$ cat src/rtl/core/crc_checked_frame_receiver_macros.svh
// ----------------------------------------------------------------------------
// crc_checked_frame_receiver_macros.svh
// Assertion helpers for the frame receiver RTL.
// ----------------------------------------------------------------------------
`ifndef CRC_CHECKED_FRAME_RECEIVER_MACROS_SVH
`define CRC_CHECKED_FRAME_RECEIVER_MACROS_SVH

// same-cycle implication, disabled in reset
`define CCFR_ASSERT_IMP(lbl, clk_s, rst_s, ante, cons) \
  lbl: assert property (@(posedge clk_s) disable iff (rst_s) (ante) |-> (cons)) \
    else $error("ccfr assertion failed");

// next-cycle implication, disabled in reset
`define CCFR_ASSERT_NXT(lbl, clk_s, rst_s, ante, cons) \
  lbl: assert property (@(posedge clk_s) disable iff (rst_s) (ante) |=> (cons)) \
    else $error("ccfr assertion failed");

`endif

$ cat src/rtl/core/ccfr_pkg.sv
// ----------------------------------------------------------------------------
// ccfr_pkg
// Types and constants shared by the CRC checked frame receiver.
// ----------------------------------------------------------------------------
package ccfr_pkg;

  localparam int CFG_ADDR_W = 3;

  localparam logic REG_SYNC_FIRST  = 1'b0;
  localparam logic REG_SYNC_SECOND = 1'b1;

  localparam logic [7:0] SYNC_FIRST_RST  = 8'hAA;
  localparam logic [7:0] SYNC_SECOND_RST = 8'h55;

  localparam logic [15:0] CRC_POLY = 16'h1021;
  localparam logic [15:0] CRC_INIT = 16'hFFFF;

  localparam logic [2:0] ROUTE_ERR       = 3'd4;
  localparam logic [3:0] GROUP_MAX       = 4'd3;
  localparam logic [7:0] ERR_UNKNOWN_CMD = 8'h01;

  typedef enum logic [3:0] {
    PH_SYNC0 = 4'd0,
    PH_SYNC1 = 4'd1,
    PH_LENL  = 4'd2,
    PH_LENH  = 4'd3,
    PH_SEQ   = 4'd4,
    PH_CMD   = 4'd5,
    PH_DATA  = 4'd6,
    PH_CRCL  = 4'd7,
    PH_CRCH  = 4'd8
  } phase_t;

  typedef enum logic [1:0] {
    CTL_IDLE,
    CTL_READ,
    CTL_LOAD
  } ctl_t;

  typedef struct packed {
    logic start;
    logic restart;
  } crc_cmd_t;

endpackage

$ cat src/rtl/core/ccfr_ram.sv
// ----------------------------------------------------------------------------
// ccfr_ram
// Generic single-write, single-read RAM with registered read data.
// ----------------------------------------------------------------------------
module ccfr_ram #(
  parameter int WIDTH = 8,
  parameter int DEPTH = 64
) (
  clk,
  wr_en,
  wr_addr,
  wr_data,
  rd_en,
  rd_addr,
  rd_data
);
  localparam int AW = (DEPTH > 1) ? $clog2(DEPTH) : 1;

  input  logic             clk;
  input  logic             wr_en;
  input  logic [AW-1:0]    wr_addr;
  input  logic [WIDTH-1:0] wr_data;
  input  logic             rd_en;
  input  logic [AW-1:0]    rd_addr;
  output logic [WIDTH-1:0] rd_data;

  logic [WIDTH-1:0] mem [DEPTH];

  always_ff @(posedge clk) begin
    if (wr_en) begin
      mem[wr_addr] <= wr_data;
    end
    if (rd_en) begin
      rd_data <= mem[rd_addr];
    end
  end

endmodule

$ cat src/rtl/core/ccfr_crc_unit.sv
// ----------------------------------------------------------------------------
// ccfr_crc_unit
// Bit-serial CRC-16/CCITT engine: one message bit per cycle, MSB first.
// ----------------------------------------------------------------------------
module ccfr_crc_unit (
  input  logic               clk,
  input  logic               rst,
  input  ccfr_pkg::crc_cmd_t cmd,
  input  logic [7:0]         din,
  output logic [15:0]        crc,
  output logic               busy
);
  import ccfr_pkg::*;

  logic [15:0] crc_reg;
  logic [7:0]  shreg;
  logic [3:0]  bits_left;
  logic        fb;

  assign fb   = crc_reg[15] ^ shreg[7];
  assign crc  = crc_reg;
  assign busy = (bits_left != 4'd0);

  always_ff @(posedge clk) begin
    if (rst) begin
      bits_left <= 4'd0;
    end else if (cmd.start) begin
      bits_left <= 4'd8;
    end else if (busy) begin
      bits_left <= bits_left - 4'd1;
    end
  end

  always_ff @(posedge clk) begin
    if (cmd.start) begin
      crc_reg <= cmd.restart ? CRC_INIT : crc_reg;
      shreg   <= din;
    end else if (busy) begin
      crc_reg <= {crc_reg[14:0], 1'b0} ^ (fb ? CRC_POLY : 16'h0000);
      shreg   <= {shreg[6:0], 1'b0};
    end
  end

endmodule

$ cat src/rtl/core/crc_checked_frame_receiver.sv
// ----------------------------------------------------------------------------
// crc_checked_frame_receiver
// Sync/length framed packet receiver with CRC-16/CCITT check and replay.
// ----------------------------------------------------------------------------
// Takes one received byte per input beat. Sync, length and CRC bytes are
// taken directly; sequence, command and payload bytes feed a bit-serial CRC
// unit and stall the input while it works through the byte. A frame with a
// good CRC is replayed from the payload RAM, each result beat by a registered
// RAM read and then an output register load, held while out_stall is high; a
// frame with an unknown command or no payload gives a single beat with no RAM
// read. The input is stalled for the duration of the replay. The last result
// may still wait in the output register while the next byte is taken. No
// clearing pass after reset.
`include "crc_checked_frame_receiver_macros.svh"

module crc_checked_frame_receiver #(
  parameter int PAYLOAD_MAX = 64
) (
  input  logic                            clk,
  input  logic                            rst,
  input  logic                            in_valid,
  output logic                            in_stall,
  input  logic [7:0]                      rx_byte,
  output logic                            out_valid,
  input  logic                            out_stall,
  output logic [2:0]                      route,
  output logic [7:0]                      frame_seq,
  output logic [7:0]                      frame_cmd,
  output logic [6:0]                      frame_len,
  output logic                            has_byte,
  output logic [5:0]                      byte_index,
  output logic [7:0]                      payload_byte,
  output logic                            last,
  input  logic                            psel,
  input  logic                            penable,
  input  logic                            pwrite,
  input  logic [ccfr_pkg::CFG_ADDR_W-1:0] paddr,
  input  logic [31:0]                     pwdata,
  output logic [31:0]                     prdata,
  output logic                            pready
);
  import ccfr_pkg::*;

  localparam int AW = (PAYLOAD_MAX > 1) ? $clog2(PAYLOAD_MAX) : 1;
  localparam logic [15:0] LEN_LIMIT = 16'(PAYLOAD_MAX);

  // configuration
  logic [7:0] sync_first;
  logic [7:0] sync_second;
  logic       cfg_wr;

  // control
  phase_t   phase, phase_next;
  ctl_t     ctl, ctl_next;
  crc_cmd_t crc_cmd;
  logic     crc_busy;
  logic [15:0] crc_val;

  // frame fields
  logic [7:0] len_lo;
  logic [6:0] len_q;
  logic [7:0] seq_q;
  logic [7:0] cmd_q;
  logic [6:0] cnt;
  logic [6:0] cnt_inc;
  logic [7:0] crc_lo;
  logic [15:0] len_word;

  // replay
  logic [5:0] rp_idx;
  logic       rp_err;
  logic       rp_empty;
  logic       rp_special;
  logic       rp_last;
  logic       out_free;
  logic       out_load;
  logic       in_acc;
  logic       crc_match;

  logic       ram_we;
  logic       ram_re;
  logic [7:0] ram_rd;

  assign pready = 1'b1;
  assign cfg_wr = psel & penable & pwrite & pready;
  assign prdata = (paddr[2] == REG_SYNC_SECOND) ? {24'h0, sync_second} : {24'h0, sync_first};

  assign in_stall  = (ctl != CTL_IDLE) || crc_busy;
  assign in_acc    = in_valid && !in_stall;
  assign out_free  = !out_valid || !out_stall;

  assign len_word  = {rx_byte, len_lo};
  assign cnt_inc   = cnt + 7'd1;
  assign crc_match = ({rx_byte, crc_lo} == crc_val);

  assign rp_err     = (cmd_q[7:4] > GROUP_MAX);
  assign rp_empty   = (len_q == 7'd0);
  assign rp_special = rp_err || rp_empty;
  assign rp_last    = rp_special || ((7'(rp_idx) + 7'd1) == len_q);

  ccfr_crc_unit u_crc (
    .clk  (clk),
    .rst  (rst),
    .cmd  (crc_cmd),
    .din  (rx_byte),
    .crc  (crc_val),
    .busy (crc_busy)
  );

  ccfr_ram #(
    .WIDTH (8),
    .DEPTH (PAYLOAD_MAX)
  ) u_payload_ram (
    .clk     (clk),
    .wr_en   (ram_we),
    .wr_addr (cnt[AW-1:0]),
    .wr_data (rx_byte),
    .rd_en   (ram_re),
    .rd_addr (rp_idx[AW-1:0]),
    .rd_data (ram_rd)
  );

  always_ff @(posedge clk) begin
    if (rst) begin
      phase       <= PH_SYNC0;
      ctl         <= CTL_IDLE;
      out_valid   <= 1'b0;
      sync_first  <= SYNC_FIRST_RST;
      sync_second <= SYNC_SECOND_RST;
    end else begin
      phase <= phase_next;
      ctl   <= ctl_next;
      if (out_load) begin
        out_valid <= 1'b1;
      end else if (!out_stall) begin
        out_valid <= 1'b0;
      end
      if (cfg_wr) begin
        if (paddr[2] == REG_SYNC_FIRST) begin
          sync_first <= pwdata[7:0];
        end else begin
          sync_second <= pwdata[7:0];
        end
      end
    end
  end

  always_comb begin
    phase_next = phase;
    ctl_next   = ctl;
    crc_cmd    = '0;
    ram_we     = 1'b0;
    ram_re     = 1'b0;
    out_load   = 1'b0;

    if (in_acc) begin
      unique case (phase)
        PH_SYNC1: begin
          if (rx_byte == sync_second) begin
            phase_next = PH_LENL;
          end else if (rx_byte != sync_first) begin
            phase_next = PH_SYNC0;
          end
        end
        PH_LENL: phase_next = PH_LENH;
        PH_LENH: phase_next = (len_word > LEN_LIMIT) ? PH_SYNC0 : PH_SEQ;
        PH_SEQ: begin
          crc_cmd.start   = 1'b1;
          crc_cmd.restart = 1'b1;
          phase_next      = PH_CMD;
        end
        PH_CMD: begin
          crc_cmd.start = 1'b1;
          phase_next    = (len_q != 7'd0) ? PH_DATA : PH_CRCL;
        end
        PH_DATA: begin
          crc_cmd.start = 1'b1;
          ram_we        = 1'b1;
          if (cnt_inc >= len_q) begin
            phase_next = PH_CRCL;
          end
        end
        PH_CRCL: phase_next = PH_CRCH;
        PH_CRCH: begin
          phase_next = PH_SYNC0;
          if (crc_match) begin
            ctl_next = rp_special ? CTL_LOAD : CTL_READ;
          end
        end
        // hunting, and any unused phase code
        default: phase_next = (rx_byte == sync_first) ? PH_SYNC1 : PH_SYNC0;
      endcase
    end

    unique case (ctl)
      CTL_IDLE: ;
      CTL_READ: begin
        ram_re   = 1'b1;
        ctl_next = CTL_LOAD;
      end
      CTL_LOAD: begin
        if (out_free) begin
          out_load = 1'b1;
          ctl_next = rp_last ? CTL_IDLE : CTL_READ;
        end
      end
      default: ctl_next = CTL_IDLE;
    endcase
  end

  always_ff @(posedge clk) begin
    if (in_acc) begin
      case (phase)
        PH_LENL: len_lo <= rx_byte;
        PH_LENH: len_q  <= len_word[6:0];
        PH_SEQ:  seq_q  <= rx_byte;
        PH_CMD: begin
          cmd_q <= rx_byte;
          cnt   <= 7'd0;
        end
        PH_DATA: cnt    <= cnt_inc;
        PH_CRCL: crc_lo <= rx_byte;
        PH_CRCH: rp_idx <= 6'd0;
        default: ;
      endcase
    end
    if (out_load) begin
      route        <= rp_err ? ROUTE_ERR : {1'b0, cmd_q[5:4]};
      frame_seq    <= seq_q;
      frame_cmd    <= cmd_q;
      frame_len    <= len_q;
      has_byte     <= rp_err || !rp_empty;
      byte_index   <= rp_special ? 6'd0 : rp_idx;
      payload_byte <= rp_err ? ERR_UNKNOWN_CMD : (rp_empty ? 8'h00 : ram_rd);
      last         <= rp_last;
      if (!rp_last) begin
        rp_idx <= rp_idx + 6'd1;
      end
    end
  end

  // replay never reads past the stored payload
  `CCFR_ASSERT_IMP(a_replay_idx, clk, rst, (ctl != CTL_IDLE) && !rp_special, (7'(rp_idx) < len_q))
  // the final data beat sits at the end of the payload
  `CCFR_ASSERT_IMP(a_last_index, clk, rst, out_valid && last && has_byte && (route != ROUTE_ERR), ((7'(byte_index) + 7'd1) == frame_len))
  // CRC unit only runs between sequence byte and CRC bytes
  `CCFR_ASSERT_IMP(a_crc_phase, clk, rst, crc_busy, (phase == PH_CMD) || (phase == PH_DATA) || (phase == PH_CRCL))
  // a bad CRC starts no replay and resumes the hunt
  `CCFR_ASSERT_NXT(a_bad_crc, clk, rst, in_acc && (phase == PH_CRCH) && !crc_match, (ctl == CTL_IDLE) && (phase == PH_SYNC0))

endmodule

$ cat config.mk
export PLATFORM = sky130hd
export DESIGN_NAME = crc_checked_frame_receiver
export DESIGN_NICKNAME = d
export VERILOG_FILES = /design/src/rtl/core/ccfr_pkg.sv /design/src/rtl/core/ccfr_ram.sv /design/src/rtl/core/ccfr_crc_unit.sv /design/src/rtl/core/crc_checked_frame_receiver.sv
export VERILOG_INCLUDE_DIRS = /design/src /design/src/rtl/core
export SDC_FILE = /design/constraint.sdc
export NUM_CORES = 1
export LEC_CHECK = 0
export ABC_AREA = 1
export BUFFER_PORTS_ARGS = -buffer_cell sky130_fd_sc_hd__clkbuf_2
export CORE_MARGIN = 1
export CORE_UTILIZATION = 25
export CTS_CLUSTER_SIZE = 25
export DETAILED_ROUTE_END_ITERATION = 10
export HOLD_SLACK_MARGIN = 0.06
export PLACE_DENSITY = 0.46
export SETUP_SLACK_MARGIN = 0.2
export SLEW_MARGIN = 20
export SYNTH_ARGS = -nofsm -noshare
export SYNTH_HDL_FRONTEND = slang
export SYNTH_SLANG_ARGS = --single-unit
$ cat constraint.sdc
create_clock -name clk -period 2.5 [get_ports clk]
set_input_delay 0 -clock clk [delete_from_list [all_inputs] [get_ports clk]]
set_output_delay 0 -clock clk [all_outputs]
set_load 0.05 [all_outputs]
# [Yosys cells after proc, flatten, opt, wreduce, memory -nomap -nowiden]
# Memory sizes are Yosys's and may differ from the RTL's. A register that Yosys moved wholly into a read port is not among the register bits.
# Index checks and enable logic that the tools add are counted.
[totals] in_bits=50 mem_count=1 ff_bits=145 ramBits=512 elab_cells=130 output_inout_bits=77
[op_classes] n_bitwise=5 n_reduce_logical=30 order_cmp=3 mux=42 add_sub_neg=4 eq_ne=19
[memory_table] name="u_payload_ram.mem" depth=64 width=8 rd=1 rd_clocked_by_memory_dff=1 write_ports=1 line_no="ccfr_ram.sv:27" source="logic [WIDTH-1:0] mem [DEPTH];"
[op_table] cell="2-to-1 mux 16 bit" n=3
[op_table] cell="case mux 4 bit (8 select lines)" n=1
[op_table] cell="2-to-1 mux 6 bit" n=4
[op_table] cell="2-to-1 mux 8 bit" n=3
[op_table] cell="2-to-1 mux 4 bit" n=5
[op_table] cell="AND reduction 2 bit" n=9
[op_table] cell="== test 16 bit" n=1
[op_table] cell="== test 4 x 3 -> 1 bit, second input constant" n=4
[op_table] cell="== test 8 bit" n=2
[op_table] cell="greater-than comparator 16 x 7 -> 1 bit, second input constant" n=1
[op_table] cell="XOR 16 bit" n=1
[op_table] cell="2-to-1 mux 1 bit" n=15
[op_table] cell="case mux 7 bit (2 select lines)" n=1
[op_table] cell="2-to-1 mux 13 bit" n=1
[op_table] cell="2-to-1 mux 2 bit" n=6
[op_table] cell="== test 4 x 2 -> 1 bit, second input constant" n=2
[op_table] cell="!= test 8 bit" n=1
[op_table] cell="adder 6 x 1 -> 7 bit, second input constant" n=1
[op_table] cell="adder 7 x 1 -> 7 bit, second input constant" n=1
[op_table] cell="== test 7 bit" n=1
[op_table] cell=">= comparator 7 bit" n=1
[op_table] cell="zero test 7 bit" n=1
[op_table] cell="nonzero test 7 bit" n=1
[op_table] cell="adder 6 x 1 -> 6 bit, second input constant" n=1
[op_table] cell="23 further kinds" n=36

# [Longest topological paths before layout]
# Gate-level depths: netlist (run 1).
[depth] ltp_word=8 ltp_mapped=16 ltp_nobuf=16

# [By module]
# A second synthesis (run 1) with hierarchy kept.
[hier_totals] cells_unflattened=2470 area_unflattened_um2=28034.4
[by_module_without_submodules] module="ccfr_ram" seq_area_each_um2=15615.0 n_inst=1 cells_each=1805 area_per_inst_um2=21419.3
[by_module_without_submodules] module="crc_checked_frame_receiver" seq_area_each_um2=3223.1 n_inst=1 cells_each=558 area_per_inst_um2=5415.2
[by_module_without_submodules] module="ccfr_crc_unit" seq_area_each_um2=800.8 n_inst=1 cells_each=107 area_per_inst_um2=1199.9

# [Worst setup path after synthesis (run 1)]
# Ideal clock, no wire load.
[synth_path] path_type="register to register" start="register u_crc.bits_left[0]" end="register u_crc.crc_reg[0] (netlist: u_crc.crc[0]), enable pin" setup_slack_ns=-0.184 t_required_ns=2.089 arrival_ns=2.273 synth_period_minus_slack_ns=2.684 path_buffers=1 stages_incl_launch_ff=8 setup_time_ns=0.411 path_cell_list="dfxtp_1 > inv_1 > ha_1 > nand3_2 > nor3_2 > nand2_2 > buf_6 > o21ai_0"
[synth_via] elab_chain_cells=7 word_cells_on_any_way=8 cone_classes="1 x eq/ne; 1 x mux; 6 x reduce/logical"
[synth_rtl] element="from (decl)" line_no="ccfr_crc_unit.sv:17" source="logic [3:0] bits_left;"
[synth_rtl] element="from (signal assigned)" line_no="ccfr_crc_unit.sv:30" source="bits_left <= bits_left - 4'd1;"
[synth_rtl] element="nonzero test 4 bit (*)" line_no="ccfr_crc_unit.sv:22" source="assign busy = (bits_left != 4'd0);"
[synth_rtl] element="logical OR 1 bit" line_no="crc_checked_frame_receiver.sv:88" source="assign in_stall = (ctl != CTL_IDLE) || crc_busy;"
[synth_rtl] element="zero test 1 bit" line_no="crc_checked_frame_receiver.sv:89" source="assign in_acc = in_valid && !in_stall;"
[synth_rtl] element="logical AND 1 bit" line_no="crc_checked_frame_receiver.sv:89"
[synth_rtl] element="2-to-1 mux 2 bit" line_no="crc_checked_frame_receiver.sv:156" source="if (in_acc) begin"
[synth_rtl] element="!= test 2 x 1 -> 1 bit (no source line) or nonzero test 2 bit (tied branches)"
[synth_rtl] element="AND reduction 2 bit (no source line) (*)"
[synth_rtl] element="to (signal assigned)" line_no="ccfr_crc_unit.sv:36" source="crc_reg <= cmd.restart ? CRC_INIT : crc_reg;"
[synth_rtl] element="to (signal assigned)" line_no="ccfr_crc_unit.sv:39" source="crc_reg <= {crc_reg[14:0], 1'b0} ^ (fb ? CRC_POLY : 16'h0000);"
[synth_rtl] element="to (decl)" line_no="ccfr_crc_unit.sv:15" source="logic [15:0] crc_reg;"
# Every way passes the cells marked *; elsewhere a longest branch is shown, timed or not.
# A chain may end at the register's enable or synchronous reset.

# [Worst setup path in the final report (run 1)]
[layout_path] start="register u_crc.bits_left[1]" end="memory u_payload_ram.mem[20][3], enable pin"
[layout_via] elab_chain_cells=7
[layout_rtl] element="nonzero test 4 bit" line_no="ccfr_crc_unit.sv:22"
[layout_rtl] element="logical OR 1 bit" line_no="crc_checked_frame_receiver.sv:88"
[layout_rtl] element="zero test 1 bit" line_no="crc_checked_frame_receiver.sv:89"
[layout_rtl] element="logical AND 1 bit" line_no="crc_checked_frame_receiver.sv:89"
[layout_rtl] element="2-to-1 mux 1 bit" line_no="crc_checked_frame_receiver.sv:156"
[layout_rtl] element="2-to-1 mux 1 bit" line_no="ccfr_ram.sv:30" source="if (wr_en) begin"
[layout_rtl] element="2-to-1 mux 1 bit (not written as such)" line_no="ccfr_ram.sv:31" source="mem[wr_addr] <= wr_data;"
[layout_rtl] element="to (decl)" line_no="ccfr_ram.sv:27"
# Every way passes these cells.

==> flow_summary.toml, run 1 <==
[floorplan]
start_util_pct = 25.2
die_area_mm2 = 0.111
ioPinCount = 127
core-area_mm2 = 0.109
num_rows = 121
die_w_um = 333
die_y_um = 333

[critical_path]
cp-start-kind = "flip-flop"
worstSetupPathType = "flip-flop to flip-flop"
crit_required_ns = 2.81
arrival_ns = 2.58
timing.critical_path.to_type = "flip-flop"
path_max_fanout = 8

[clock_tree]
clockRootBuffer = "clkbuf_16"
cts_tree = "built"
clk_pin_slew_ns = 0.06
cts_max_level = 3
cts_made_buffers = 74
insertion_delay_ns = 0.62
clock_sinks = 665
cts.path.max_buffers = 3

[timing]
hold_ws_ns = 0.181
slew_headroom_pct = 48.6
hold_viol = 0
rsz0062_at_grt = "true"
skew_ns = 0.0224
tns_ns = 0
setup_viol = 0
post-route-period-util_pct = 90.9
maxSlewViolCount = 0
fin_ws_ns = 0.227
period_minus_slack_ns = 2.27
worst_pin_slew_ns = 0.771
fmax_ghz = 0.440

[finish]
multi_input_area_mm2 = 0.00695
regArea_mm2 = 0.0197
area_growth_pct = 21.7
num-fill-cells = 10996
diodes = 0
largest_reg_flops = 512
stdcell_area_mm2 = 0.0334
drive_above_1_share_pct = 16.5
nets = 2624
stdcell_count = 4030

[place]
pre_cts_ws_ns = 0.118
hpwl_um = 48100
place_congestion = 0.806
post_dp_cell_area_mm2 = 0.0304
port_buffers = 75
numPlacedInstances = 3860

[yosys]
yosysSeqAreaShare_pct = 71.5
yosysUniqueCellTypes = 40
syn-instance-count = 2333
ys_warn_count = 0
netlist_area_mm2 = 0.0275
synth-seq-cells = 665
synth.area.top_cells = "edfxtp_1, nand2_1, nor2_1"
yosysMostFrequentCell = "edfxtp_1"
ys_top_cells_by_count = "edfxtp_1, nand2_1, nor2_1"
syn_area_per_cell_um2 = 11.8
synth_top_area_share_pct = 69.1
synth_edf_count = 632
ys_async_sr_fraction_pct = 0
ys.flop_type = "edfxtp_1"
synth_largest_area_cell = "edfxtp_1"

[detailed_routing]
drc_errors = 0
ant_nets = 0
via_per_inst = 4.48
route.detailed.wl_per_inst_um = 19.1
routed_wl_um = 77100
first_pass_iters = 5
vias = 18067
drt_iter0_drc = 1356

[global_route]
grtUsageTotal_pct = 13.7
antenna_found_initial = 3
grt_max_degree = 71
grt_pass1_vias = 17534
gr-total-overflow = 0
grt_pass1_wl_um = 114000

[pwr]
power.density_mw_per_mm2 = 993
ir_drop_mv = 0.482
p_leak_nw = 11.9

[job]
cap_violations = 0

[hold_path]
worstHoldPathType = "input pin to flip-flop"

[run_status]
status = "completed"
-- power breakdown --
part | switching [mW] | internal (mW) | total, mW | leakage (nW)
logic | 6.69 | 3.06 | 9.75 | 4.86
registers | 0.290 | 12.7 | 13.0 | 5.98
clock network | 4.40 | 6.03 | 10.4 | 1.10
total | 11.4 | 21.8 | 33.2 | 11.9
-- final cells by class --
| cell class | instances | area share (%) |
|---|---|---|
| inverter | 97 | 1.12 |
| multi-input combinational | 1449 | 20.8 |
| clock inverter | 43 | 1.09 |
| tap | 1414 | 5.29 |
| timing repair buffer | 276 | 7.23 |
| clock buffer | 86 | 5.68 |
| sequential | 665 | 58.8 |
-- cell families (layout without fill, tap and decap cells) --
logic type               count (synthesis)  in the layout  synth area share, %
multiplexers                             3              3                0.123
adder cells (fa/ha/maj)                 11             11                0.501
buffers and inverters                  242            502                 4.29
AO/OA/AOI/OAI                          406            406                 8.04
XOR/XNOR                                34             34                 1.08
other                                    2             25               0.0273
AND/OR/NAND/NOR                        970            970                 14.4
flip-flops                             665            665                 71.5
-- layout by cell type, fill, tap and decap left out, types with 8 or more instances in the layout --
cell type,instances
xnor2_1,19
dlygate4sd3_1,31
buf_4,115
o22ai_1,100
nand4_1,13
clkbuf_2,67
nand3_1,119
a21boi_0,8
nor2_2,15
o21ai_1,11
conb_1,25
inv_2,12
clkbuf_1,12
inv_1,81
a21oi_1,38
edfxtp_1,632
xor2_1,14
nor2_1,356
nor3_1,8
nand2_2,17
buf_6,37
buf_12,22
clkinv_1,22
clkinv_2,12
dfxtp_1,28
clkbuf_16,74
o21ai_0,239
nand2_1,415
-- through the flow --
| step | power (mW) | util [%] |
|---|---|---|
| 6_report | 33.2 | 30.7 |
| 5_1_grt | 34.9 | 30.7 |
| 4_1_cts | 33.5 | 30.3 |
| 3_5_place_dp | 22.9 | 27.9 |
| 3_3_place_gp | 23.0 | 27.9 |
| 2_1_floorplan | 19.2 | - |
-- what timing repair did --
action | CTS | global route
hold endpoints to repair | 215 | 3
hold buffers | 29 | 3
pin swaps | 1 | 22
endpoints found under the setup margin | 26 | 515
resized for setup | 2 | 102
setup buffers | 1 | 9
-- layer usage --
layer | global-route usage (%) | share of wire (%) | up-vias
li1 | - | - | 8633
met1 | 19.1 | 47 | 8993
met2 | 22.2 | 47 | 349
met3 | 2.19 | 3.9 | 92
met4 | 3.26 | 1.8 | 0
met5 | 0 | 0 | -
-- final timing paths --
path	start	slack, ns	endpoint	cells after the start
worst min-delay path	pwdata[0]	0.18	sync_second[0]	4
worst max-delay path	u_crc.bits_left[1]	0.23	u_payload_ram.mem[20][3]	10
worst max register to register	u_crc.bits_left[1]	0.23	u_payload_ram.mem[20][3]	10
worst min register to register	cmd_q[1]	0.42	frame_cmd[1]	0
-- worst max-delay path, cell delays in order, from the launching register on --
cell and delay (ns):
dfxtp_2 0.33, inv_2 0.08, ha_4 0.15, nand3_4 0.09, nor3_4 0.22, nand2_4 0.12
nor3_4 0.29, nand3_2 0.17, buf_4 0.21, nor2_1 0.09, buf_4 0.21
Power figures use the tool's default switching activity.
==> run 2: changes to the inputs <==
--- a/config.mk
+++ b/config.mk
@@ -13,7 +13,7 @@
 export CTS_CLUSTER_SIZE = 25
 export DETAILED_ROUTE_END_ITERATION = 10
 export HOLD_SLACK_MARGIN = 0.06
-export PLACE_DENSITY = 0.46
+export PLACE_DENSITY = 0.45
 export SETUP_SLACK_MARGIN = 0.2
 export SLEW_MARGIN = 20
 export SYNTH_ARGS = -nofsm -noshare
==> flow_summary.toml, run 2 (synthesis results as in run 1) <==
[run_status]
status = "completed"

[finish]
layout_commonest_cell = "edfxtp_1"
area_growth_pct = 21.9
stdcell_count = 4023
diodes = 0
nets = 2614
stdcell_area_mm2 = 0.0335
largest_reg_flops = 512
layout_common_cells = "edfxtp_1, nand2_1, nor2_1"
drive_above_1_share_pct = 16.9

[critical_path]
timing.critical_path.to_type = "flip-flop"
path_max_fanout = 8
crit_required_ns = 2.81
arrival_ns = 2.57
cp-start-kind = "flip-flop"
worstSetupPathType = "flip-flop to flip-flop"

[place]
port_buffers = 75
place_congestion = 0.830
pre_cts_ws_ns = 0.0805
post_dp_cell_area_mm2 = 0.0303
numPlacedInstances = 3857
hpwl_um = 49300

[floorplan]
num_rows = 121
die_area_mm2 = 0.111
core-area_mm2 = 0.109
die_y_um = 333
ioPinCount = 127
die_w_um = 333
start_util_pct = 25.2

[clock_tree]
cts.path.max_buffers = 3
clk_pin_slew_ns = 0.07
cts_max_level = 3
insertion_delay_ns = 0.62
clockRootBuffer = "clkbuf_16"
clock_sinks = 665
cts_tree = "built"
cts_made_buffers = 75

[detailed_routing]
dr_wl_met3_um = 3670
routed_wl_um = 78000
drt_iter0_drc = 1550
ant_nets = 0
route.detailed.wl_per_inst_um = 19.4
via_per_inst = 4.54
vias = 18262
routed-wl-met2_um = 37400
drc_errors = 0
top_layer_used = "met4"
m1WireLength_um = 34700
first_pass_iters = 5

[timing]
tns_ns = 0
rsz0062_at_grt = "true"
period_minus_slack_ns = 2.26
post-route-period-util_pct = 90.5
hold_viol = 0
skew_ns = 0.0240
slew_headroom_pct = 46.5
fin_ws_ns = 0.238
setup_viol = 0
fmax_ghz = 0.442
maxSlewViolCount = 0
worst_pin_slew_ns = 0.803
hold_ws_ns = 0.0728

[pwr]
p_clk_share_pct = 32.0
combPwrFrac_pct = 29.1
power.density_mw_per_mm2 = 999
ir_drop_mv = 0.497
p_sw_mw = 11.3
internal-power_mw = 22.1
p_leak_nw = 11.9
seq_power_share_pct = 39.0
swShare_pct = 33.9

[global_route]
gr-total-overflow = 0
antenna_found_initial = 2
grt_pass1_wl_um = 116000
grt_pass1_vias = 18265
grtUsageTotal_pct = 13.8
grt_max_degree = 69

[hold_path]
worstHoldPathType = "input pin to flip-flop"

[job]
cap_violations = 0
==> run 2: what timing repair did <==
item | 4_1_cts | 5_1_grt
endpoints found under the hold margin | 103 | 0
setup buffers | 0 | 7
hold buffers | 25 | 0
resized for setup | 9 | 111
setup endpoints to repair | 46 | 544
gates cloned | 0 | 1
pin swaps | 2 | 25
==> run 2: cell type report <==
class                   instances  area, um2
flip-flops and latches        665      19700
clock inverters                43        384
clock buffers                  90       1980
inverters                      97        379
multi-input cells            1449       7000
repair buffers                265       2300
well taps                    1414       1770
fillers                     10883      75400
==> run 2: final timing paths <==
path	end	slack [ns]	start	cells past startpoint
max	u_payload_ram.mem[50][0]	0.24	u_crc.bits_left[1]	10
min	rp_idx[0]	0.07	in_valid	7
max reg2reg	u_payload_ram.mem[50][0]	0.24	u_crc.bits_left[1]	10
min reg2reg	frame_cmd[3]	0.42	cmd_q[3]	0
==> run 2: layer usage <==
layer  track usage, %  up-vias
li1                 -     8608
met1             18.2     9047
met2             23.1      486
met3             2.04      121
met4             4.59        0
met5                0        -
==> run 2: power groups by stage <==
stage	logic, mW	registers [mW]	clock network [mW]
floorplan	6.05	13.1	0
global placement	9.46	13.2	0
detailed placement	9.53	13.2	0
CTS	9.61	13.0	10.9
global route	10.8	13.1	11.4
finish	9.71	13.0	10.7
==> run 2: stage by stage <==
stage / power [mW] / util, %
final: 33.4 / 30.7
after global routing: 35.2 / 30.7
after CTS: 33.6 / 30.3
after detailed placement: 22.8 / 27.9
after global placement: 22.7 / 27.9
after floorplan: 19.2 / -
==> run 2: critical path, stage by stage, from the launching register on <==
cell and delay, ns:
dfxtp_2 0.33, inv_2 0.08, ha_4 0.15, nand3_4 0.08
nor3_4 0.23, nand2_4 0.12, nor3_4 0.33, nand3_2 0.19
buf_12 0.20, nor2_4 0.09, buf_8 0.15
